<file path="src/hdl/quaternion_vector_rotator_top_macros.svh">
// Assertion helpers for the rotator. Each use expects clk and arst_n in scope.
`ifndef QUATERNION_VECTOR_ROTATOR_TOP_MACROS_SVH
`define QUATERNION_VECTOR_ROTATOR_TOP_MACROS_SVH

// Same-cycle implication, checked out of reset.
`define QVR_ASSERT_HOLDS(label, ante, cons, msg) \
	label: assert property (@(posedge clk) disable iff (!arst_n) (ante) |-> (cons)) \
		else $error(msg);

// Next-cycle implication, checked out of reset.
`define QVR_ASSERT_NEXT(label, ante, cons, msg) \
	label: assert property (@(posedge clk) disable iff (!arst_n) (ante) |=> (cons)) \
		else $error(msg);

`endif

</file>
<file path="src/hdl/qvr_pkg.sv">
`default_nettype none
package qvr_pkg;

	localparam int QUAT_W   = 16;   // Q2.14 component
	localparam int PROD_W   = 2 * QUAT_W;
	localparam int MAT_W    = PROD_W + 2;   // 2*(a*b +- c*d) needs two more bits
	localparam int VEC_W    = 32;
	localparam int VL_W     = 16;           // low half of a vector component, unsigned
	localparam int VH_W     = VEC_W - VL_W;
	localparam int PH_W     = MAT_W + VH_W;
	localparam int PL_W     = MAT_W + VL_W + 1;
	localparam int HI_W     = PH_W + 2;     // sum of three terms
	localparam int LO_W     = PL_W + 2;
	localparam int ACC_W    = HI_W + VL_W + 2;
	localparam int QUAT_SHIFT = 28;         // matrix entries carry scale 2^-28
	localparam int Q_W      = ACC_W - QUAT_SHIFT;

	typedef logic signed [QUAT_W-1:0] quat_c_t;
	typedef logic signed [PROD_W-1:0] prod_t;
	typedef logic signed [MAT_W-1:0]  mat_t;
	typedef logic signed [VEC_W-1:0]  vec_t;
	typedef logic signed [PH_W-1:0]   ph_t;
	typedef logic signed [PL_W-1:0]   pl_t;
	typedef logic signed [HI_W-1:0]   hi_t;
	typedef logic signed [LO_W-1:0]   lo_t;
	typedef logic signed [ACC_W-1:0]  acc_t;

	typedef vec_t [2:0]       vec3_t;
	typedef mat_t [8:0]       mat3_t;   // row-major, entry 3*row+col
	typedef hi_t  [2:0]       hi3_t;
	typedef lo_t  [2:0]       lo3_t;

	typedef struct packed {
		quat_c_t s;
		quat_c_t b;
		quat_c_t c;
		quat_c_t d;
	} quat_t;

	typedef enum logic [1:0] {
		CMD_VEC    = 2'd0,
		CMD_AXIS_X = 2'd1,
		CMD_AXIS_Y = 2'd2,
		CMD_AXIS_Z = 2'd3
	} cmd_t;

	typedef enum logic [1:0] {
		REG_SCALAR = 2'd0,
		REG_I      = 2'd1,
		REG_J      = 2'd2,
		REG_K      = 2'd3
	} reg_idx_t;

	localparam quat_c_t QUAT_S_RST = 16'sd16384;

	localparam acc_t ROUND_BIAS =
		{{(ACC_W-QUAT_SHIFT){1'b0}}, 1'b1, {(QUAT_SHIFT-1){1'b0}}};

	localparam logic signed [Q_W-1:0] Q_MAX =
		{{(Q_W-VEC_W+1){1'b0}}, {(VEC_W-1){1'b1}}};
	localparam logic signed [Q_W-1:0] Q_MIN =
		{{(Q_W-VEC_W+1){1'b1}}, {(VEC_W-1){1'b0}}};

endpackage
`default_nettype wire

</file>
<file path="src/hdl/qvr_round.sv">
`default_nettype none
module qvr_round (
	input  wire logic          clk,
	input  wire logic          arst_n,
	input  wire logic          en,
	input  wire logic          in_valid,
	input  wire qvr_pkg::hi3_t hi,
	input  wire qvr_pkg::lo3_t lo,
	output logic               valid_s5,
	output qvr_pkg::vec3_t     rot_s5,
	output logic               sat_s5
);

	localparam int AW = qvr_pkg::ACC_W;
	localparam int QW = qvr_pkg::Q_W;

	qvr_pkg::acc_t         acc [3];
	logic signed [QW-1:0]  q   [3];
	qvr_pkg::vec3_t        rot;
	logic [2:0]            clip;

	// round half up at 2^-28, then clip to 32 bits
	always_comb begin
		for (int r = 0; r < 3; r++) begin
			acc[r] = (AW'($signed(hi[r])) <<< qvr_pkg::VL_W) + AW'($signed(lo[r]))
				+ qvr_pkg::ROUND_BIAS;
			q[r] = acc[r][AW-1:qvr_pkg::QUAT_SHIFT];
			if (q[r] > qvr_pkg::Q_MAX) begin
				rot[r]  = qvr_pkg::VEC_W'(qvr_pkg::Q_MAX);
				clip[r] = 1'b1;
			end else if (q[r] < qvr_pkg::Q_MIN) begin
				rot[r]  = qvr_pkg::VEC_W'(qvr_pkg::Q_MIN);
				clip[r] = 1'b1;
			end else begin
				rot[r]  = q[r][qvr_pkg::VEC_W-1:0];
				clip[r] = 1'b0;
			end
		end
	end

	always_ff @(posedge clk or negedge arst_n) begin
		if (!arst_n) begin
			valid_s5 <= 1'b0;
		end else if (en) begin
			valid_s5 <= in_valid;
		end
	end

	always_ff @(posedge clk) begin
		if (en) begin
			rot_s5 <= rot;
			sat_s5 <= |clip;
		end
	end

endmodule
`default_nettype wire

</file>
<file path="config.mk">
export PLATFORM = sky130hd
export DESIGN_NAME = qvr_round
export DESIGN_NICKNAME = d
export VERILOG_FILES = /design/src/hdl/quaternion_vector_rotator_top_macros.svh /design/src/hdl/qvr_pkg.sv /design/src/hdl/qvr_round.sv
export SDC_FILE = /design/constraint.sdc
export NUM_CORES = 1
export LEC_CHECK = 0
export BUFFER_PORTS_ARGS = -buffer_cell sky130_fd_sc_hd__buf_2
export CELL_PAD_IN_SITES_DETAIL_PLACEMENT = 0
export CELL_PAD_IN_SITES_GLOBAL_PLACEMENT = 1
export CORE_MARGIN = 2
export CORE_UTILIZATION = 37
export CTS_BUF_LIST = sky130_fd_sc_hd__clkbuf_4
export DETAILED_ROUTE_END_ITERATION = 6
export PLACE_DENSITY_LB_ADDON = 0.12
export SETUP_SLACK_MARGIN = 0.1
export SLEW_MARGIN = 40
export SYNTH_ARGS = -nofsm -noshare
export SYNTH_HDL_FRONTEND = slang
export SYNTH_SLANG_ARGS = --single-unit
</file>
<file path="constraint.sdc">
create_clock -name clk -period 0.8 [get_ports clk]
set_input_delay 0.08 -clock clk [delete_from_list [all_inputs] [get_ports clk]]
set_output_delay 0.08 -clock clk [all_outputs]
set_load 0.05 [all_outputs]
</file>
==> metrics, run 1 <==
number of synthesized flops with an enable pin 97; DRT iter0 DRCs 933; status finished, violations left; critical path class in2reg; vias in the first global route 17730; commonest non-fill, non-tap cells in the layout 611 x buf_4, 246 x buf_2, 174 x ha_4, 151 x buf_6, 141 x a21oi_1; Port Buffers 368; worst hold path type in2reg; Inserted Clock Buffers 9; DRC Markers 0; final core utilization 0.6804; clock slew at reported path FFs 0.17 ns; Cell Area, Placed 22480 sq um; Vias 17610; # IOs 417; post-route setup TNS -270.22 ns; critical path peak fanout 7; row count 73; layout overhead on the synthesized area 81.50%; first-pass GRT wire length 88040 um; Slew Limit Fails 0; core region area 39820 sq um; Post-Layout Cell Count 3296; Pwr Total 39.75 mW; HPWL Detailed 43850 um; final period utilization 4.002; distinct cell type count after synthesis 91; share of layout cells above drive strength 1 0.5365; die area 41970 sq um; RD Place Congestion 0.9230; yosys warns 0; Vias per Instance 5.342; maximum VDD drop 0.9137 mV; clock sink total 98; number of placed cells counting well taps 3191; post-route ant nets 0; ys async rst share 0.01020; hold depth 2; overall routing resource usage 0.2606; Initial Util 0.3749; initial antenna violation count 11; Area contributors post-synth ha_1 26%, edfxtp_1 20%, a21oi_1 6.3%, a21o_1 5.5%, xnor2_1 3.7%; register area share after synthesis 0.1968; CP required 1.15 ns; Worst Tran Pin Value 0.6598 ns; die width 204.9 um; Design Area, Final 27100 sq um; clock tree buffer depth 2; flops & latches, synth 98; largest net degree at the start of global routing 46; CTS tree done; grt ovf 0; post-DR wirelength/cell 17.74 um; Synth Area per Inst 8.350 sq um; Worst Hold Slack -0.08542 ns; Synth Flop Type edfxtp_1; P per Cell Area 1467 nW/um^2; min Tclk post-route 3.202 ns; final hold vios 5; Clock H-tree levels 3; leakage 12.24 nW; Final Setup Violations 195; Yosys top cell area share 0.2565; hold_buf cts 4; final setup margin -2.402 ns; Max-Cap Viols 0; RSZ-0062 raised after global routing true; Pre-Repair DR Iteration Count 5; wirelength, routed 58480 um; Net Count, Synth 2413; Fmax 312.3 MHz; Critical Path AT 3.55 ns; clock latency at the later pin of the worst-skew pair 0.59 ns; CTS root buf clkbuf_4; final net count 3385; Worst Setup Start Kind input pin; max_slew headroom 0.5562; Critical Path Sink Type flip-flop; post-place setup slack -3.354 ns; most common cell after layout, fill and taps aside buf_4; cells after synthesis 1788; clock skew 0 ns; Reg2Reg Depth 1; Mapped Area 14930 sq um; failing checks hold timing, setup timing; Synth area leader ha_1; die span in y 204.9 um
-- worst max-delay path: stages --
cell,delay [ns]
buf_2,0.10
ha_1,0.32
ha_4,0.32
nand4_1,0.15
or3_4,0.40
o31ai_4,0.35
buf_6,0.15
a21oi_4,0.03
o211a_1,0.25
or3_1,0.38
or4_4,0.60
and2_4,0.23
a21o_1,0.18
-- repair_timing --
| action | in CTS | in global routing |
|---|---|---|
| resized for setup | 452 | 208 |
| endpoints found under the hold margin | 60 | 43 |
| cloned | 6 | 7 |
| setup endpoints to repair | 196 | 209 |
| pin swaps | 106 | 108 |
| buffers inserted | 35 | 39 |
-- per-layer routing --
| layer | wire, um | vias up | track usage |
|---|---|---|---|
| met3 | 2815 | 74 | 0.03977 |
| li1 | - | 8777 | - |
| met2 | 29380 | 419 | 0.4621 |
| met4 | 975 | 8 | 0.06552 |
| met5 | 55 | - | 0 |
| met1 | 25260 | 8330 | 0.3288 |
-- final timing paths --
check / start / endpoint / slack (ns)
max: hi[23] / rot_s5[11]$_SDFFCE_PN1P_ / -2.40
min: en / rot_s5[23]$_SDFFCE_PN1P_ / -0.09
max reg2reg: valid_s5$_DFFE_PN0P_ / valid_s5$_DFFE_PN0P_ / 0.02
min reg2reg: valid_s5$_DFFE_PN0P_ / valid_s5$_DFFE_PN0P_ / 0.55
max in group asynchronous: arst_n / valid_s5$_DFFE_PN0P_ / 0.39
min in group asynchronous: arst_n / valid_s5$_DFFE_PN0P_ / 0.29
-- cell families after synthesis --
| family | after synthesis | share of synthesized area |
|---|---|---|
| AOI/OAI and AO/OA | 626 | 0.2737 |
| buffers and inverters | 136 | 0.03905 |
| and+or+nand+nor | 508 | 0.1665 |
| adders and majority gates | 306 | 0.2565 |
| muxes | 5 | 0.003520 |
| xor gates and xnor gates | 109 | 0.06395 |
| DFF | 98 | 0.1968 |
-- final cells by class --
class	instances	area, sq um
Sequential cell	98	2939
Clock buffer	10	75.07
Timing Repair Buffer	1037	8102
Multi-Input combinational cell	1557	15020
Antenna cell	7	17.52
Tap cell	525	656.9
Inverter	57	221.5
Fill cell	3290	12730
Clock inverter	5	62.56
-- report_power, final --
part           internal [mW]  leakage, nW  switching (mW)
Clock                  0.986       0.0695            2.11
Combinational           14.2         11.2            15.0
Sequential              6.87        0.964           0.503
-- flip-flops by register name, summed over array words and instances, names as in the netlist --
name      flops
rot_s5       96
valid_s5      1
sat_s5        1
-- cells in the mapped netlist (5+ instances only) --
cell type and n:
ha_1 306, a21oi_1 188, nand2_1 140, nor2_1 122, a21o_1 109, edfxtp_1 97
o21ai_0 66, xnor2_1 63, clkbuf_1 61, inv_1 57, o21ai_1 55, nand3_1 51
nand4_1 51, xor2_1 46, nor3_1 40, o211ai_1 27, a211oi_1 26, o21bai_1 26
o21a_1 22, and3_1 17, a31oi_1 14, nor4_1 14, and2_1 13, nand2b_1 12
or3_1 11, buf_2 10, o31ai_1 9, a21boi_0 8, and4_1 6, a41o_1 5
buf_6 5
(Power assumes the default switching activity.)
==> run 2: changes to the inputs <==
--- a/config.mk
+++ b/config.mk
@@ -5,11 +5,12 @@
 export SDC_FILE = /design/constraint.sdc
 export NUM_CORES = 1
 export LEC_CHECK = 0
+export ABC_AREA = 1
 export BUFFER_PORTS_ARGS = -buffer_cell sky130_fd_sc_hd__buf_2
 export CELL_PAD_IN_SITES_DETAIL_PLACEMENT = 0
 export CELL_PAD_IN_SITES_GLOBAL_PLACEMENT = 1
 export CORE_MARGIN = 2
-export CORE_UTILIZATION = 37
+export CORE_UTILIZATION = 35
 export CTS_BUF_LIST = sky130_fd_sc_hd__clkbuf_4
 export DETAILED_ROUTE_END_ITERATION = 6
 export PLACE_DENSITY_LB_ADDON = 0.12
==> run 2 against run 1 <==
Against the previous run:
- the flow still finishes with violations (hold timing, setup timing)
- final cell count rose by 42%
- global-route usage up 3.1 points
- power is 14% higher
- sequential power up 2%
- largest power group unchanged
- highest routed layer is now met4
==> metrics, run 2 <==
status finished, violations left (unchanged); failing checks hold timing, setup timing (unchanged); Vias per Instance 4.811 (was 5.342); Critical Path AT 2.76 ns (was 3.55 ns); CTS tree done (unchanged); maximum VDD drop 0.7562 mV (was 0.9137 mV); CP required 1.19 ns (was 1.15 ns); Synth Area per Inst 5.970 sq um (was 8.350 sq um); final net count 4596 (was 3385); flops & latches, synth 98 (unchanged); register area share after synthesis 0.1592 (was 0.1968); M1 GR Usage 0.3627 (was 0.3288); CTS root buf clkbuf_4 (unchanged); flop2flop setup slack 0.01 ns (was 0.02 ns); number of synthesized flops with an enable pin 97 (unchanged); # IOs 417 (unchanged); worst r2r dst valid_s5$_DFFE_PN0P_ (unchanged); final period utilization 2.954 (was 4.002); share of layout cells above drive strength 1 0.4703 (was 0.5365); post-place setup slack -2.463 ns (was -3.354 ns); Pwr Total 45.40 mW (was 39.75 mW); yosys warns 0 (unchanged); Initial Util 0.3526 (was 0.3749); row count 84 (was 73); Worst Setup Start Kind input pin (unchanged); post-DR wirelength/cell 17.40 um (was 17.74 um); Synth Flop Type edfxtp_1 (unchanged); clock slew at reported path FFs 0.19 ns (was 0.17 ns); Synth area leader nand2_1 (was ha_1); Regs by FF count rot_s5 x96, sat_s5 x1, valid_s5 x1 (unchanged); HPWL Detailed 68360 um (was 43850 um); ys async rst share 0.01020 (unchanged); worst hold path type in2reg (unchanged); Port Buffers 368 (unchanged); wirelength, routed 81190 um (was 58480 um); Worst Tran Pin Value 0.4290 ns (was 0.6598 ns); DRC Markers 0 (unchanged); commonest non-fill, non-tap cells in the layout 951 x nand2_1, 505 x inv_1, 452 x buf_4, 278 x ha_4, 261 x buf_2 (was 611 x buf_4, 246 x buf_2, 174 x ha_4, 151 x buf_6, 141 x a21oi_1); Cell Area, Placed 28240 sq um (was 22480 sq um); leakage 15.96 nW (was 12.24 nW); Critical Path Sink Type flip-flop (unchanged); Post-Layout Cell Count 4665 (was 3296); RSZ-0062 raised after global routing true (unchanged); die area 54580 sq um (was 41970 sq um); Final Setup Violations 198 (was 195); cells after synthesis 3091 (was 1788); Inserted Clock Buffers 9 (unchanged); Clock H-tree levels 3 (unchanged); final hold vios 47 (was 5); top-count cell post-synth nand2_1 (was ha_1); Vias 22440 (was 17610); P per Cell Area 1401 nW/um^2 (was 1467 nW/um^2); number of fill cells 4766 (was 3290); core region area 52340 sq um (was 39820 sq um); grt met3 use 0.01965 (was 0.03977); layout overhead on the synthesized area 75.65% (was 81.50%); vias in the first global route 22590 (was 17730); number of placed cells counting well taps 4558 (was 3191); hold depth 2 (unchanged); Mapped Area 18450 sq um (was 14930 sq um); min Tclk post-route 2.363 ns (was 3.202 ns); Synth top cells by count 1225 x nand2_1, 571 x inv_1, 306 x ha_1 (was 306 x ha_1, 188 x a21oi_1, 140 x nand2_1); hold_sp en (unchanged); Yosys top cell area share 0.2492 (was 0.2565); initial antenna violation count 1 (was 11); grt ovf 0 (unchanged); RD Place Congestion 0.9590 (was 0.9230); Net Count, Synth 3716 (was 2413); largest net degree at the start of global routing 41 (was 46); final setup margin -1.563 ns (was -2.402 ns); Fmax 423.2 MHz (was 312.3 MHz); clock sink total 98 (unchanged); die width 233.6 um (was 204.9 um); Worst Hold Slack -0.03909 ns (was -0.08542 ns); final core utilization 0.6193 (was 0.6804); clock skew 0 ns (unchanged); first-pass GRT wire length 122900 um (was 88040 um); DRT iter0 DRCs 1155 (was 933); largest register by flop count rot_s5 (unchanged); Pre-Repair DR Iteration Count 5 (unchanged); critical path peak fanout 7 (unchanged); clock tree buffer depth 2 (unchanged); Slew Limit Fails 0 (unchanged); post-route ant nets 0 (unchanged); most common cell after layout, fill and taps aside nand2_1 (was buf_4); reg2reg start valid_s5$_DFFE_PN0P_ (unchanged); gr busiest metal met2 (unchanged); max FFs per register 96 (unchanged); die span in y 233.6 um (was 204.9 um); overall routing resource usage 0.2919 (was 0.2606); critical path class in2reg (unchanged); post-route setup TNS -185.15 ns (was -270.22 ns); Area contributors post-synth nand2_1 25%, ha_1 21%, edfxtp_1 16%, inv_1 12%, nor2_1 5.9% (was ha_1 26%, edfxtp_1 20%, a21oi_1 6.3%, a21o_1 5.5%, xnor2_1 3.7%); Hold Path Sink rot_s5[46]$_SDFFCE_PN1P_ (was rot_s5[23]$_SDFFCE_PN1P_); Max-Cap Viols 0 (unchanged); clock latency at the later pin of the worst-skew pair 0.65 ns (was 0.59 ns); grt met2 use 0.5373 (was 0.4621); Design Area, Final 32410 sq um (was 27100 sq um); max_slew headroom 0.7130 (was 0.5562); Reg2Reg Depth 1 (unchanged); distinct cell type count after synthesis 43 (was 91)
run 2: cell count changes after synthesis, moves of 46 or more:
cell / previous run / this run
nand2_1: 140 / 1225
inv_1: 57 / 571
clkbuf_1: 61 / 0
o21ai_1: 55 / 9
a21o_1: 109 / 2
nor2_1: 122 / 292
nand3_1: 51 / 106
run 2: routing by layer:
metal | routed length, um | share of wire | vias to the layer above
li1 | - | - | 11430
met1 | 34860 | 0.43 | 10370
met2 | 41020 | 0.51 | 541
met3 | 2931 | 0.036 | 107
met4 | 2384 | 0.029 | 0
met5 | 0 | 0 | -
run 2: how the worst max path moves through the flow:
stage,startpoint,endpoint
2_1_floorplan,hi[135],sat_s5$_DFFE_PP_
3_3_place_gp,lo[52],rot_s5[20]$_SDFFCE_PN1P_
3_5_place_dp,lo[52],rot_s5[27]$_SDFFCE_PN1P_
4_1_cts,lo[158],rot_s5[69]$_SDFFCE_PN1P_
5_1_grt,hi[132],rot_s5[69]$_SDFFCE_PN1P_
6_report,lo[158],rot_s5[69]$_SDFFCE_PN1P_
run 2: critical path, stage by stage:
cell and delay [ns]:
buf_12 0.11, buf_12 0.14, ha_4 0.22, ha_4 0.29
buf_6 0.11, nand2_4 0.05, buf_6 0.12, nor2_4 0.12
nand2_1 0.07, inv_2 0.06, nand2_2 0.07, nor3_2 0.19
nand2_1 0.12, nand2_1 0.10, nand2_2 0.07, a21oi_2 0.14
nand3_2 0.10, o21bai_4 0.19, buf_12 0.16, buf_12 0.14
o21ai_4 0.07
run 2: power breakdown:
group / switching, mW / internal, mW / total, mW
Combinational: 19.4 / 15.4 / 34.8
Clock: 2.41 / 0.692 / 3.10
Sequential: 0.558 / 6.95 / 7.51
run 2: kinds of logic (layout without fill, tap and decap cells):
group                      after synthesis  count (layout)  share of synthesized area
AOI/OAI and AO/OA                      247             247                    0.07750
xor gates and xnor gates                88              88                    0.04177
and+or+nand+nor                       1755            1755                     0.3859
other                                    0               1                          0
buffers and inverters                  596            1481                     0.1275
DFF                                     98              98                     0.1592
adders and majority gates              306             306                     0.2075
muxes                                    1               1                  0.0006102
run 2: cell type report:
type / instances / area [sq um] / share of cell area
Multi-Input combinational cell: 2397 / 19120 / 0.5898
Timing Repair Buffer: 886 / 7137 / 0.2202
Sequential cell: 98 / 2939 / 0.09067
Inverter: 578 / 2220 / 0.06848
Tap cell: 688 / 860.8 / 0.02656
Clock buffer: 9 / 67.56 / 0.002084
Clock inverter: 7 / 62.56 / 0.001930
Timing Repair inverter: 1 / 8.758 / 0.0002702
Antenna cell: 1 / 2.502 / 0.00007720
run 2: timing repair:
item,4_1_cts,5_1_grt
buffers inserted,53,18
endpoints found under the setup margin,196,212
hold buffers,4,1
cloned,13,5
pin swaps,137,155
resized for setup,602,279
hold endpoints to repair,86,55
