## config.mk

```make
export PLATFORM = sky130hd
export DESIGN_NAME = qvr_cfg
export DESIGN_NICKNAME = d
export VERILOG_FILES = /design/src/hdl/quaternion_vector_rotator_top_macros.svh /design/src/hdl/qvr_pkg.sv /design/src/hdl/qvr_cfg.sv
export SDC_FILE = /design/constraint.sdc
export NUM_CORES = 1
export LEC_CHECK = 0
export ABC_AREA = 1
export BUFFER_PORTS_ARGS = -buffer_cell sky130_fd_sc_hd__buf_2
export CAP_MARGIN = 20
export CORE_MARGIN = 2
export CORE_UTILIZATION = 35
export DETAILED_ROUTE_END_ITERATION = 10
export PLACE_DENSITY = 0.69
export SETUP_SLACK_MARGIN = 0.2
export SYNTH_ARGS = -nofsm -noshare
export SYNTH_HDL_FRONTEND = slang
export SYNTH_SLANG_ARGS = --single-unit
```

## constraint.sdc

```tcl
create_clock -name clk -period 1.16 [get_ports clk]
set_clock_uncertainty 0.05 [all_clocks]
set_input_delay 0.232 -clock clk [delete_from_list [all_inputs] [get_ports clk]]
set_output_delay 0.232 -clock clk [all_outputs]
set_load 0.05 [all_outputs]
```

## src/hdl/quaternion_vector_rotator_top_macros.svh

```systemverilog
// Assertion helpers for the rotator. Each use expects clk and arst_n in scope.
`ifndef QUATERNION_VECTOR_ROTATOR_TOP_MACROS_SVH
`define QUATERNION_VECTOR_ROTATOR_TOP_MACROS_SVH

// Same-cycle implication, checked out of reset.
`define QVR_ASSERT_HOLDS(label, ante, cons, msg) \
	label: assert property (@(posedge clk) disable iff (!arst_n) (ante) |-> (cons)) \
		else $error(msg);

// Next-cycle implication, checked out of reset.
`define QVR_ASSERT_NEXT(label, ante, cons, msg) \
	label: assert property (@(posedge clk) disable iff (!arst_n) (ante) |=> (cons)) \
		else $error(msg);

`endif

```

## src/hdl/qvr_pkg.sv

```systemverilog
`default_nettype none
package qvr_pkg;

	localparam int QUAT_W   = 16;   // Q2.14 component
	localparam int PROD_W   = 2 * QUAT_W;
	localparam int MAT_W    = PROD_W + 2;   // 2*(a*b +- c*d) needs two more bits
	localparam int VEC_W    = 32;
	localparam int VL_W     = 16;           // low half of a vector component, unsigned
	localparam int VH_W     = VEC_W - VL_W;
	localparam int PH_W     = MAT_W + VH_W;
	localparam int PL_W     = MAT_W + VL_W + 1;
	localparam int HI_W     = PH_W + 2;     // sum of three terms
	localparam int LO_W     = PL_W + 2;
	localparam int ACC_W    = HI_W + VL_W + 2;
	localparam int QUAT_SHIFT = 28;         // matrix entries carry scale 2^-28
	localparam int Q_W      = ACC_W - QUAT_SHIFT;

	typedef logic signed [QUAT_W-1:0] quat_c_t;
	typedef logic signed [PROD_W-1:0] prod_t;
	typedef logic signed [MAT_W-1:0]  mat_t;
	typedef logic signed [VEC_W-1:0]  vec_t;
	typedef logic signed [PH_W-1:0]   ph_t;
	typedef logic signed [PL_W-1:0]   pl_t;
	typedef logic signed [HI_W-1:0]   hi_t;
	typedef logic signed [LO_W-1:0]   lo_t;
	typedef logic signed [ACC_W-1:0]  acc_t;

	typedef vec_t [2:0]       vec3_t;
	typedef mat_t [8:0]       mat3_t;   // row-major, entry 3*row+col
	typedef hi_t  [2:0]       hi3_t;
	typedef lo_t  [2:0]       lo3_t;

	typedef struct packed {
		quat_c_t s;
		quat_c_t b;
		quat_c_t c;
		quat_c_t d;
	} quat_t;

	typedef enum logic [1:0] {
		CMD_VEC    = 2'd0,
		CMD_AXIS_X = 2'd1,
		CMD_AXIS_Y = 2'd2,
		CMD_AXIS_Z = 2'd3
	} cmd_t;

	typedef enum logic [1:0] {
		REG_SCALAR = 2'd0,
		REG_I      = 2'd1,
		REG_J      = 2'd2,
		REG_K      = 2'd3
	} reg_idx_t;

	localparam quat_c_t QUAT_S_RST = 16'sd16384;

	localparam acc_t ROUND_BIAS =
		{{(ACC_W-QUAT_SHIFT){1'b0}}, 1'b1, {(QUAT_SHIFT-1){1'b0}}};

	localparam logic signed [Q_W-1:0] Q_MAX =
		{{(Q_W-VEC_W+1){1'b0}}, {(VEC_W-1){1'b1}}};
	localparam logic signed [Q_W-1:0] Q_MIN =
		{{(Q_W-VEC_W+1){1'b1}}, {(VEC_W-1){1'b0}}};

endpackage
`default_nettype wire

```

## src/hdl/qvr_cfg.sv

```systemverilog
`default_nettype none
module qvr_cfg (
	input  wire logic        clk,
	input  wire logic        arst_n,
	input  wire logic        psel,
	input  wire logic        penable,
	input  wire logic        pwrite,
	input  wire logic [3:0]  paddr,
	input  wire logic [31:0] pwdata,
	output logic      [31:0] prdata,
	output qvr_pkg::quat_t   quat
);

	qvr_pkg::quat_t   quat_q;
	qvr_pkg::reg_idx_t idx;
	logic             wr;

	assign idx = qvr_pkg::reg_idx_t'(paddr[3:2]);
	assign wr  = psel && penable && pwrite;

	always_ff @(posedge clk or negedge arst_n) begin
		if (!arst_n) begin
			quat_q.s <= qvr_pkg::QUAT_S_RST;
			quat_q.b <= '0;
			quat_q.c <= '0;
			quat_q.d <= '0;
		end else if (wr) begin
			unique case (idx)
				qvr_pkg::REG_SCALAR: quat_q.s <= pwdata[15:0];
				qvr_pkg::REG_I:      quat_q.b <= pwdata[15:0];
				qvr_pkg::REG_J:      quat_q.c <= pwdata[15:0];
				qvr_pkg::REG_K:      quat_q.d <= pwdata[15:0];
				default:             quat_q   <= quat_q;
			endcase
		end
	end

	always_comb begin
		unique case (idx)
			qvr_pkg::REG_SCALAR: prdata = {16'h0000, quat_q.s};
			qvr_pkg::REG_I:      prdata = {16'h0000, quat_q.b};
			qvr_pkg::REG_J:      prdata = {16'h0000, quat_q.c};
			qvr_pkg::REG_K:      prdata = {16'h0000, quat_q.d};
			default:             prdata = '0;
		endcase
	end

	assign quat = quat_q;

endmodule
`default_nettype wire

```

==> summary.md, run 1 <==
| Metric | Value |
|---|---|
| Result of the run | `finished with violations` |
| Violated checks | `setup timing` |
| Core region area | `between 8000 and 9000 um2` |
| Count of mapped cells out of synthesis | `394` |
| Final-report setup violation count | `80` |
| IR drop worst, VDD | `around 1100 uV` |
| Final weighted congestion in routability-driven placement | `~0.83` |
| Initial antenna violation count | `0` |
| Area share of the largest cell type after synthesis | `49.0%` |
| DP Wirelength | `6.74 mm` |
| Per-cell via count in the routed design | `between 5 and 6` |
| Max-cap violations | `0` |
| Clock tree from TritonCTS | `done` |
| Number of routed nets with antenna violations | `0` |
| Most common library cell in the layout ignoring fill and taps | `sky130_fd_sc_hd__nand2_1` |
| Insertion delay of the later-clocked pin in the worst-skew pair | `340 ps` |
| Overall via count from detail_route | `3513` |
| Total power | `11200 uW` |
| Final max-slew violation count | `0` |
| Share of final-layout standard cells stronger than drive strength 1 | `60.8%` |
| FF+latch area | `1680 um2` |
| Cell Area, Synth | `3220 um2` |
| Proportion of synthesized chip area in sequential cells | `49.8%` |
| Max FFs per register | `64` |
| Die boundary height | `99.9 um` |
| Data required time of the worst path | `~900 ps` |
| Signal arrival time at the worst endpoint | `about 1200 ps` |
| Cts bufs inserted | `9` |
| Number of warnings printed during yosys synthesis | `0` |
| Kind of end point of the critical path | `output port` |
| Pin count of the biggest net entering global routing | `65` |
| Most frequent cells in the layout | `sky130_fd_sc_hd__nand2_1 (188), sky130_fd_sc_hd__buf_6 (91), sky130_fd_sc_hd__dfrtp_2 (63)` |
| Remaining DRCs | `0` |
| RSZ-0062 raised after global routing | `yes` |
| Setup crit start kind | `register` |
| Part of the cycle the worst path needs | `125%` |
| Die Footprint | `9970 um2` |
| Total congestion overflow after global routing | `0` |
| Sink count of the clock tree | `64` |
| Post-synthesis sequential element count | `64` |
| Leakage power of the design | `0.00290 uW` |
| Cell breakdown of the critical path | `nand3_2, nand4_1, buf_6` |
| WL/cell | `around 18 um` |
| CTS clk-pin slew, worst paths | `70 ps` |
| Final wirelength | `roughly 12 mm` |
| Peak fanout along the critical path | `3` |
| Syn-to-layout area delta | `85.4%` |
| I/O pin total | `around 140` |
| Combined area of the multi-input logic cells | `1670 um2` |
| Chip width | `99.9 um` |
| Area of all placed cells without fillers | `5960 um2` |
| Max stage delay cell, worst path | `sky130_fd_sc_hd__dfrtp_2` |
| Mean instance size in the synthesized netlist | `8.16 um2` |
| Final Hold Vio Count | `0` |
| Worst min-delay path class | `input port to register` |
| Initial cell density of the core | `36.5%` |
| Initial detailed-routing violation count | `169` |
| Number of H-tree levels | `3` |
| Tot GR Track Use | `approximately 23%` |
| Via count of the first global-routing pass | `3323` |
| Final critical-path setup slack | `-296 ps` |
| Buffer type at the clock tree root | `sky130_fd_sc_hd__clkbuf_8` |
| Fmax | `687 MHz` |
| Diode count | `0` |
| Cell row count | `34` |
| Number of detailed-route iterations in the first pass | `6` |
| First-pass GRT wire length | `17.2 mm` |
| Worst Path Class, Setup | `register to output port` |
| Clock Tree Buf Depth | `2` |
| Largest cells by area after synthesis | `sky130_fd_sc_hd__dfrtp_1 (49%), sky130_fd_sc_hd__nand2_1 (24%), sky130_fd_sc_hd__nand3_1 (7.5%)` |
| Minimum clock period after layout | `1460 ps` |
| Cell area after placement | `4040 um2` |
| Distinct cell type count after synthesis | `18` |
| Fill cell total of the finished layout | `~650` |
| Cell type contributing the most total cell area after synthesis | `sky130_fd_sc_hd__dfrtp_1` |
| Total of buffers placed on input and output ports | `102` |
| Power Dens Cells | `1880 nW/um2` |
| Maximum single-stage delay on the critical path | `440 ps` |
| Final net count | `around 620` |
synthesized netlist by cell type:
| master | n |
|---|---|
| sky130_fd_sc_hd__buf_6 | 10 |
| sky130_fd_sc_hd__inv_6 | 2 |
| sky130_fd_sc_hd__buf_4 | 16 |
| sky130_fd_sc_hd__nand4_1 | 16 |
| sky130_fd_sc_hd__nand3_4 | 1 |
| sky130_fd_sc_hd__nor2_4 | 5 |
| sky130_fd_sc_hd__nand3_1 | 48 |
| sky130_fd_sc_hd__inv_2 | 2 |
| sky130_fd_sc_hd__conb_1 | 1 |
| sky130_fd_sc_hd__clkbuf_1 | 1 |
| sky130_fd_sc_hd__nand2_2 | 3 |
| sky130_fd_sc_hd__nand2_1 | 208 |
| sky130_fd_sc_hd__nor2_8 | 1 |
| sky130_fd_sc_hd__buf_2 | 8 |
| sky130_fd_sc_hd__inv_1 | 2 |
| sky130_fd_sc_hd__dfstp_2 | 1 |
| sky130_fd_sc_hd__nand2_4 | 6 |
| sky130_fd_sc_hd__dfrtp_1 | 63 |
final timing paths:
| check | start | endpoint | slack [ps] | depth (start not counted) |
|---|---|---|---|---|
| max | quat[12]$_DFFE_PN0P_ | prdata[12] | -300 | 3 |
| min | pwdata[11] | quat[43]$_DFFE_PN0P_ | 90 | 3 |
| max reg2reg | quat[9]$_DFFE_PN0P_ | quat[9]$_DFFE_PN0P_ | 150 | 5 |
| min reg2reg | quat[52]$_DFFE_PN0P_ | quat[52]$_DFFE_PN0P_ | 470 | 2 |
| max in group asynchronous | arst_n | quat[62]$_DFFE_PN1P_ | 350 | 3 |
| min in group asynchronous | arst_n | quat[33]$_DFFE_PN0P_ | 360 | 3 |
per-stage QoR:
stage	worst slack (ps)	TNS (ps)	std cells	hold slack, ps	util, %
after floorplan	-268	-3900	409	-114	-
after global placement	-291	-12320	610	219	45.9
after detailed placement	-303	-13350	610	228	45.9
after CTS	-307	-10470	658	70.4	60.2
after global routing	-361	-14270	694	81.2	67.7
final	-296	-11900	694	89.0	67.7
routing by layer:
metal | GRT usage, % | part of all wire [%]
met1 | 28.3 | 39
met4 | 7.69 | 2.1
met2 | 39.9 | 52
met5 | 0 | 0
met3 | 3.90 | 6.8
cell type report:
| type | instances | share of cell area, % |
|---|---|---|
| clock buffers | 14 | 3.06 |
| multi-input cells | 305 | 28.0 |
| well taps | 108 | 2.27 |
| clock inverters | 2 | 0.587 |
| repair inverters | 3 | 0.734 |
| flip-flops and latches | 64 | 28.2 |
| inverters | 6 | 0.755 |
| repair buffers | 192 | 36.4 |
kinds of logic after synthesis:
family / Yosys count / synth area share (%)
flops: 64 / 49.8
buf+inv: 41 / 9.61
other cells: 1 / 0.117
simple gates: 288 / 40.5
where the power goes:
| group | internal (uW) | switching, uW | total (uW) | leakage [uW] |
|---|---|---|---|---|
| sequential | 2780 | 499 | 3280 | 0.000730 |
| combinational | 2450 | 3390 | 5840 | 0.00206 |
| clock | 1230 | 870 | 2100 | 0.000113 |
| total | 6460 | 4760 | 11200 | 0.00290 |
timing repair:
item                       4_1_cts  5_1_grt
hold buffers                     1        0
pin swaps                       26       40
cloned                           2        4
setup buffers                   29       32
setup endpoints to repair       99      114
hold endpoints to repair        63        0
resized for setup              230      101
critical path: cells and delay by family (launching register included):
kind | cells | cell delay, ps
DFF | 1 | 440
and+or+nand+nor | 2 | 210
buffers and inverters | 1 | 180
Power figures use the tool's default switching activity.
==> run 2, diff against run 1 <==
--- a/config.mk
+++ b/config.mk
@@ -6,13 +6,12 @@
 export NUM_CORES = 1
 export LEC_CHECK = 0
 export ABC_AREA = 1
-export BUFFER_PORTS_ARGS = -buffer_cell sky130_fd_sc_hd__buf_2
 export CAP_MARGIN = 20
 export CORE_MARGIN = 2
 export CORE_UTILIZATION = 35
 export DETAILED_ROUTE_END_ITERATION = 10
-export PLACE_DENSITY = 0.69
-export SETUP_SLACK_MARGIN = 0.2
+export DONT_BUFFER_PORTS = 1
+export PLACE_DENSITY = 0.56
 export SYNTH_ARGS = -nofsm -noshare
 export SYNTH_HDL_FRONTEND = slang
 export SYNTH_SLANG_ARGS = --single-unit
==> run 2 against run 1 <==
The run ends with hold timing, setup timing left; maximum frequency is 2.8% lower; highest routed layer unchanged; via count is 13% lower; routed wire length fell by 8.5%; largest power group unchanged; cell area fell by 8.6%; die area is the same.
==> summary.md, run 2 (synthesis results as in run 1) <==
| Metric | Value |
|---|---|
| RSZ-0062 raised after global routing | `yes` |
| Diode count | `0` |
| Clock Tree Buf Depth | `2` |
| Insertion delay of the later-clocked pin in the worst-skew pair | `320 ps` |
| Worst slack at placement | `-24.8 ps` |
| Worst min-delay path class | `input port to asynchronous set/reset pin` |
| Result of the run | `finished with violations` |
| Via count of the first global-routing pass | `between 3000 and 4000` |
| End point of the critical path | `prdata[7]` |
| Remaining DRCs | `0` |
| Number of stages on the worst setup path | `3` |
| Final net count | `560` |
| Cell breakdown of the critical path | `nand3_2, nand4_1, buf_12` |
| Number of routed nets with antenna violations | `0` |
| Initial detailed-routing violation count | `110` |
| Initial antenna violation count | `0` |
| Data required time of the worst path | `880 ps` |
| Hold-fix buffers, CTS | `16` |
| Total congestion overflow after global routing | `0` |
| Final wirelength | `around 11 mm` |
| Pin count of the biggest net entering global routing | `65` |
| Maximum single-stage delay on the critical path | `420 ps` |
| Final critical-path setup slack | `-337 ps` |
| Number of detailed-route iterations in the first pass | `4` |
| Post-Route Hold Slack | `-464 ps` |
| Cell area after placement | `4230 um2` |
| Util after Layout | `61.9%` |
| Total of buffers placed on input and output ports | `0` |
| Die Footprint | `9970 um2` |
| Peak fanout along the critical path | `2` |
| CTS clk-pin slew, worst paths | `80 ps` |
| Cts bufs inserted | `9` |
| WL/cell | `17.7 um` |
| Die boundary height | `approximately 100 um` |
| Sink count of the clock tree | `64` |
| Most frequent cells in the layout | `sky130_fd_sc_hd__nand2_1 (206), sky130_fd_sc_hd__buf_6 (64), sky130_fd_sc_hd__dfrtp_2 (63)` |
| Final-report setup violation count | `80` |
| I/O pin total | `137` |
| Tot GR Track Use | `22.3%` |
| Cell row count | `34` |
| Critical path launch point | `quat[39]$_DFFE_PN0P_` |
| Total buffers and inverters traversed by the critical path | `1` |
| Violated checks | `hold timing, setup timing` |
| Max stage delay cell, worst path | `sky130_fd_sc_hd__dfrtp_2` |
| First-pass GRT wire length | `17.0 mm` |
| Fmax | `around 670 MHz` |
| Leakage power of the design | `0.00259 uW` |
| Buffer type at the clock tree root | `sky130_fd_sc_hd__clkbuf_8` |
| Number of H-tree levels | `3` |
| Core region area | `between 8000 and 9000 um2` |
| Area of all placed cells without fillers | `between 5000 and 6000 um2` |
| DP Wirelength | `6.62 mm` |
| Max-cap violations | `0` |
| Final max-slew violation count | `0` |
| Signal arrival time at the worst endpoint | `1220 ps` |
| Reg-to-reg slack, setup | `160 ps` |
| Setup crit start kind | `register` |
| Kind of cell with the highest combined delay on the critical path | `flip-flops` |
| Final Hold Vio Count | `64` |
| Worst R2R Path Depth | `4` |
| Start of the worst register-to-register path | `quat[62]$_DFFE_PN1P_` |
| Terminus of the critical flop-to-flop path | `quat[62]$_DFFE_PN1P_` |
| Initial cell density of the core | `36.5%` |
| Max FFs per register | `between 60 and 70` |
| Kind of end point of the critical path | `output port` |
| Worst Path Class, Setup | `register to output port` |
| Most common library cell in the layout ignoring fill and taps | `sky130_fd_sc_hd__nand2_1` |
| Power Dens Cells | `approximately 2000 nW/um2` |
| Part of the cycle the worst path needs | `129%` |
| Syn-to-layout area delta | `69.4%` |
| Minimum clock period after layout | `around 1500 ps` |
| Share of final-layout standard cells stronger than drive strength 1 | `49.4%` |
| Overall via count from detail_route | `around 3000` |
| IR drop worst, VDD | `1040 uV` |
| Per-cell via count in the routed design | `a little under 5` |
| Sum Neg Setup Slack | `-9180 ps` |
| Chip width | `~100 um` |
| Final weighted congestion in routability-driven placement | `around 0.76` |
| Clock tree from TritonCTS | `done` |
## run 2: cell count changes in the layout (fill, tap and decap cells not counted), sizes merged
cell,change
nand2,-1
inv,-1
buf,-73
clkinvlp,+1
clkinv,-2
clkbuf,-1
dlygate4sd3,+15
## run 2: worst min path at each step
stage / slack [ps] / startpoint / endpoint / cells after the start
2_1_floorplan: -110 / arst_n / quat[0]$_DFFE_PN0P_ / 0
3_3_place_gp: -110 / arst_n / quat[33]$_DFFE_PN0P_ / 0
3_5_place_dp: -110 / arst_n / quat[1]$_DFFE_PN0P_ / 0
4_1_cts: -490 / arst_n / quat[1]$_DFFE_PN0P_ / 0
5_1_grt: -500 / arst_n / quat[17]$_DFFE_PN0P_ / 0
6_report: -460 / arst_n / quat[17]$_DFFE_PN0P_ / 0
## run 2: final cells by class
type                       instances  area, um2
clock inverter                     3       42.5
inverter                           6       32.5
timing repair buffer             134       1830
fill                             748       3360
multi-input combinational        304       1570
sequential                        64       1680
tap                              108        135
clock buffer                      13        159
## run 2: report_power, final
group / switching, uW / internal, uW
combinational: 3240 / 2280
sequential: 386 / 2780
clock: 870 / 1110
## run 2: routing by layer
layer  up-vias  part of all wire [%]  track usage (%)
li1       1485                     -                -
met2        95                    53             37.9
met5         -                     0                0
met4         0                  0.58             6.11
met1      1474                    41             28.1
met3         6                   5.2             5.99
## run 2: per-stage QoR
stage          std cells  total power, uW  hold WS [ps]
2_1_floorplan        409             6010          -114
6_report             632            10700          -464
5_1_grt              632            11100          -500
3_3_place_gp         574             7350          -111
4_1_cts              609            10000          -487
3_5_place_dp         574             7400          -112
## run 2: what timing repair did
item | CTS | global route
endpoints found under the setup margin | 80 | 80
gates resized for setup | 95 | 69
pin swaps | 36 | 14
buffers inserted | 3 | 24
endpoints found under the hold margin | 128 | 64
==> run 3, diff against run 2 <==
--- a/config.mk
+++ b/config.mk
@@ -11,7 +11,6 @@
 export CORE_UTILIZATION = 35
 export DETAILED_ROUTE_END_ITERATION = 10
 export DONT_BUFFER_PORTS = 1
-export PLACE_DENSITY = 0.56
 export SYNTH_ARGS = -nofsm -noshare
 export SYNTH_HDL_FRONTEND = slang
 export SYNTH_SLANG_ARGS = --single-unit
==> run 3 against run 2 <==
The flow still finishes with violations (hold timing, setup timing); cell count shrank 0.95%; flip-flop and latch count is the same; global-route usage shrank 0.45 points; clock-buffer cell count shrank 2; maximum frequency grew 0.60%; via count grew 1.4%; sequential power is essentially flat; total power grew 2.3%; sequential share of layout area grew 0.34 points; core utilization shrank 0.68 points; largest power group unchanged.
==> summary.md, run 3 (synthesis results as in run 1) <==
| Metric | Value |
|---|---|
| Buffer type at the clock tree root | `sky130_fd_sc_hd__clkbuf_8` |
| Final max-slew violation count | `0` |
| Highest metal layer used by the detailed router | `met4` |
| Util after Layout | `between 60% and 70%` |
| Cell area after placement | `between 4000 and 5000 um2` |
| Most common library cell in the layout ignoring fill and taps | `sky130_fd_sc_hd__nand2_1` |
| Area of all placed cells without fillers | `between 5000 and 6000 um2` |
| Syn-to-layout area delta | `67.5%` |
| Overall via count from detail_route | `3102` |
| Worst Path Class, Setup | `register to output port` |
| Tot GR Track Use | `between 20% and 30%` |
| Number of H-tree levels | `3` |
| Sink count of the clock tree | `64` |
| Combined area of the multi-input logic cells | `1580 um2` |
| Final weighted congestion in routability-driven placement | `0.776` |
| Met3 layer wire length in the routed design | `652 um` |
| Most frequent cells in the layout | `sky130_fd_sc_hd__nand2_1 (205), sky130_fd_sc_hd__dfrtp_2 (63), sky130_fd_sc_hd__buf_6 (62)` |
| Insertion delay of the later-clocked pin in the worst-skew pair | `roughly 330 ps` |
| Sum Neg Setup Slack | `-8500 ps` |
| RSZ-0062 raised after global routing | `yes` |
| Diode count | `0` |
| Signal arrival time at the worst endpoint | `1210 ps` |
| Number of detailed-route iterations in the first pass | `4` |
| Pin count of the biggest net entering global routing | `65` |
| Violated checks | `hold timing, setup timing` |
| Clk network pwr share | `22.1%` |
| Final critical-path setup slack | `-329 ps` |
| Final net count | `554` |
| Remaining DRCs | `0` |
| Cts bufs inserted | `9` |
| Core region area | `8810 um2` |
| Total congestion overflow after global routing | `0` |
| Number of routed nets with antenna violations | `0` |
| Via count of the first global-routing pass | `3134` |
| DP Wirelength | `6.74 mm` |
| Initial antenna violation count | `0` |
| Worst min-delay path class | `input port to asynchronous set/reset pin` |
| Clock Tree Buf Depth | `2` |
| Post-Route Hold Slack | `-459 ps` |
| Cell breakdown of the critical path | `nand3_2, nand4_1, buf_12` |
| Final-report setup violation count | `80` |
| Per-cell via count in the routed design | `4.96` |
| Power Dens Cells | `2020 nW/um2` |
| Internal | `6430 uW` |
| Hold-fix buffers, CTS | `16` |
| Chip width | `roughly 100 um` |
| Final wirelength | `11.0 mm` |
| WL/cell | `17.6 um` |
| Final Hold Vio Count | `64` |
| Sequential Power Share | `29.0%` |
| Peak fanout along the critical path | `2` |
| Fill cell total of the finished layout | `just over 700` |
| Result of the run | `finished with violations` |
| I/O pin total | `137` |
| Die boundary height | `99.9 um` |
| Max stage delay cell, worst path | `sky130_fd_sc_hd__dfrtp_2` |
| Die Footprint | `9970 um2` |
| Setup crit start kind | `register` |
| CTS clk-pin slew, worst paths | `70 ps` |
| Initial detailed-routing violation count | `142` |
| Maximum single-stage delay on the critical path | `420 ps` |
| Max FFs per register | `64` |
| Total of buffers placed on input and output ports | `0` |
| Clock tree from TritonCTS | `done` |
| Initial cell density of the core | `36.5%` |
| Kind of end point of the critical path | `output port` |
| Sw frac | `between 40 and 50%` |
| Logic pwr share | `48.9%` |
| Part of the cycle the worst path needs | `128%` |
| Leakage power of the design | `between 0.002 and 0.003 uW` |
| Wire length on met2 | `5.69 mm` |
| IR drop worst, VDD | `approximately 930 uV` |
| Data required time of the worst path | `880 ps` |
| P_sw | `between 4000 and 5000 uW` |
| FF+latch area | `1680 um2` |
| Share of final-layout standard cells stronger than drive strength 1 | `between 40 and 50%` |
| Minimum clock period after layout | `~1500 ps` |
| First-pass GRT wire length | `16.8 mm` |
| Max-cap violations | `0` |
| M1 wire length | `4.52 mm` |
| Fmax | `about 670 MHz` |
| Cell row count | `34` |
-- run 3: changes by cell type in the layout (fill, tap and decap cells not counted) --
cell                        change
sky130_fd_sc_hd__buf_6          -2
sky130_fd_sc_hd__nand3_1        -2
sky130_fd_sc_hd__clkbuf_1       -2
sky130_fd_sc_hd__buf_4          +1
sky130_fd_sc_hd__bufinv_16      +2
sky130_fd_sc_hd__nand3_2        +2
sky130_fd_sc_hd__nand2_1        -1
sky130_fd_sc_hd__buf_8          +2
sky130_fd_sc_hd__nand2_2        +1
sky130_fd_sc_hd__buf_12         -7
-- run 3: metal layers --
layer	global-route usage, %	up-vias
met5	0	-
met1	26.7	1513
met4	7.06	0
met3	4.94	15
li1	-	1462
met2	38.3	112
-- run 3: power by group through the flow --
stage          registers (uW)  clock network, uW  logic [uW]
6_report                 3170               2410        5340
3_3_place_gp             3050                  0        4300
4_1_cts                  3150               2450        4870
5_1_grt                  3210               2550        5560
2_1_floorplan            4790                  0        1220
3_5_place_dp             3080                  0        4340
-- run 3: final timing paths --
kind,from,end,slack [ps],cells past startpoint
worst max-delay path,quat[40]$_DFFE_PN0P_,prdata[8],-330,3
worst min-delay path,arst_n,quat[17]$_DFFE_PN0P_,-460,0
worst max register to register,quat[62]$_DFFE_PN1P_,quat[62]$_DFFE_PN1P_,150,4
worst min register to register,quat[52]$_DFFE_PN0P_,quat[52]$_DFFE_PN0P_,620,3
max in group asynchronous,arst_n,quat[62]$_DFFE_PN1P_,1300,0
min in group clk,paddr[3],quat[0]$_DFFE_PN0P_,120,4
-- run 3: layout make-up --
cell class	instances	share of cell area, %
inverters	6	0.604
clock inverters	5	1.90
multi-input cells	304	29.4
flip-flops and latches	64	31.2
well taps	108	2.51
clock buffers	11	2.81
repair buffers	128	31.6
-- run 3: stage by stage --
step | power (uW) | cells | setup WS, ps
floorplan | 6010 | 409 | -268
global placement | 7340 | 573 | -4.36
detailed placement | 7420 | 573 | -6.51
CTS | 10500 | 611 | -343
global route | 11300 | 626 | -377
finish | 10900 | 626 | -329
-- run 3: timing repair --
action                                  CTS  global route
pin swaps                                30            22
setup buffers                             6            18
hold endpoints to repair                128            64
resized for setup                        96            51
cloned                                    0             0
endpoints found under the setup margin   80            80
-- run 3: critical path: cells and delay by family (launching register included) --
kind | cells | cell delay, ps
flip-flops | 1 | 420
AND/OR/NAND/NOR | 2 | 250
buffers and inverters | 1 | 200
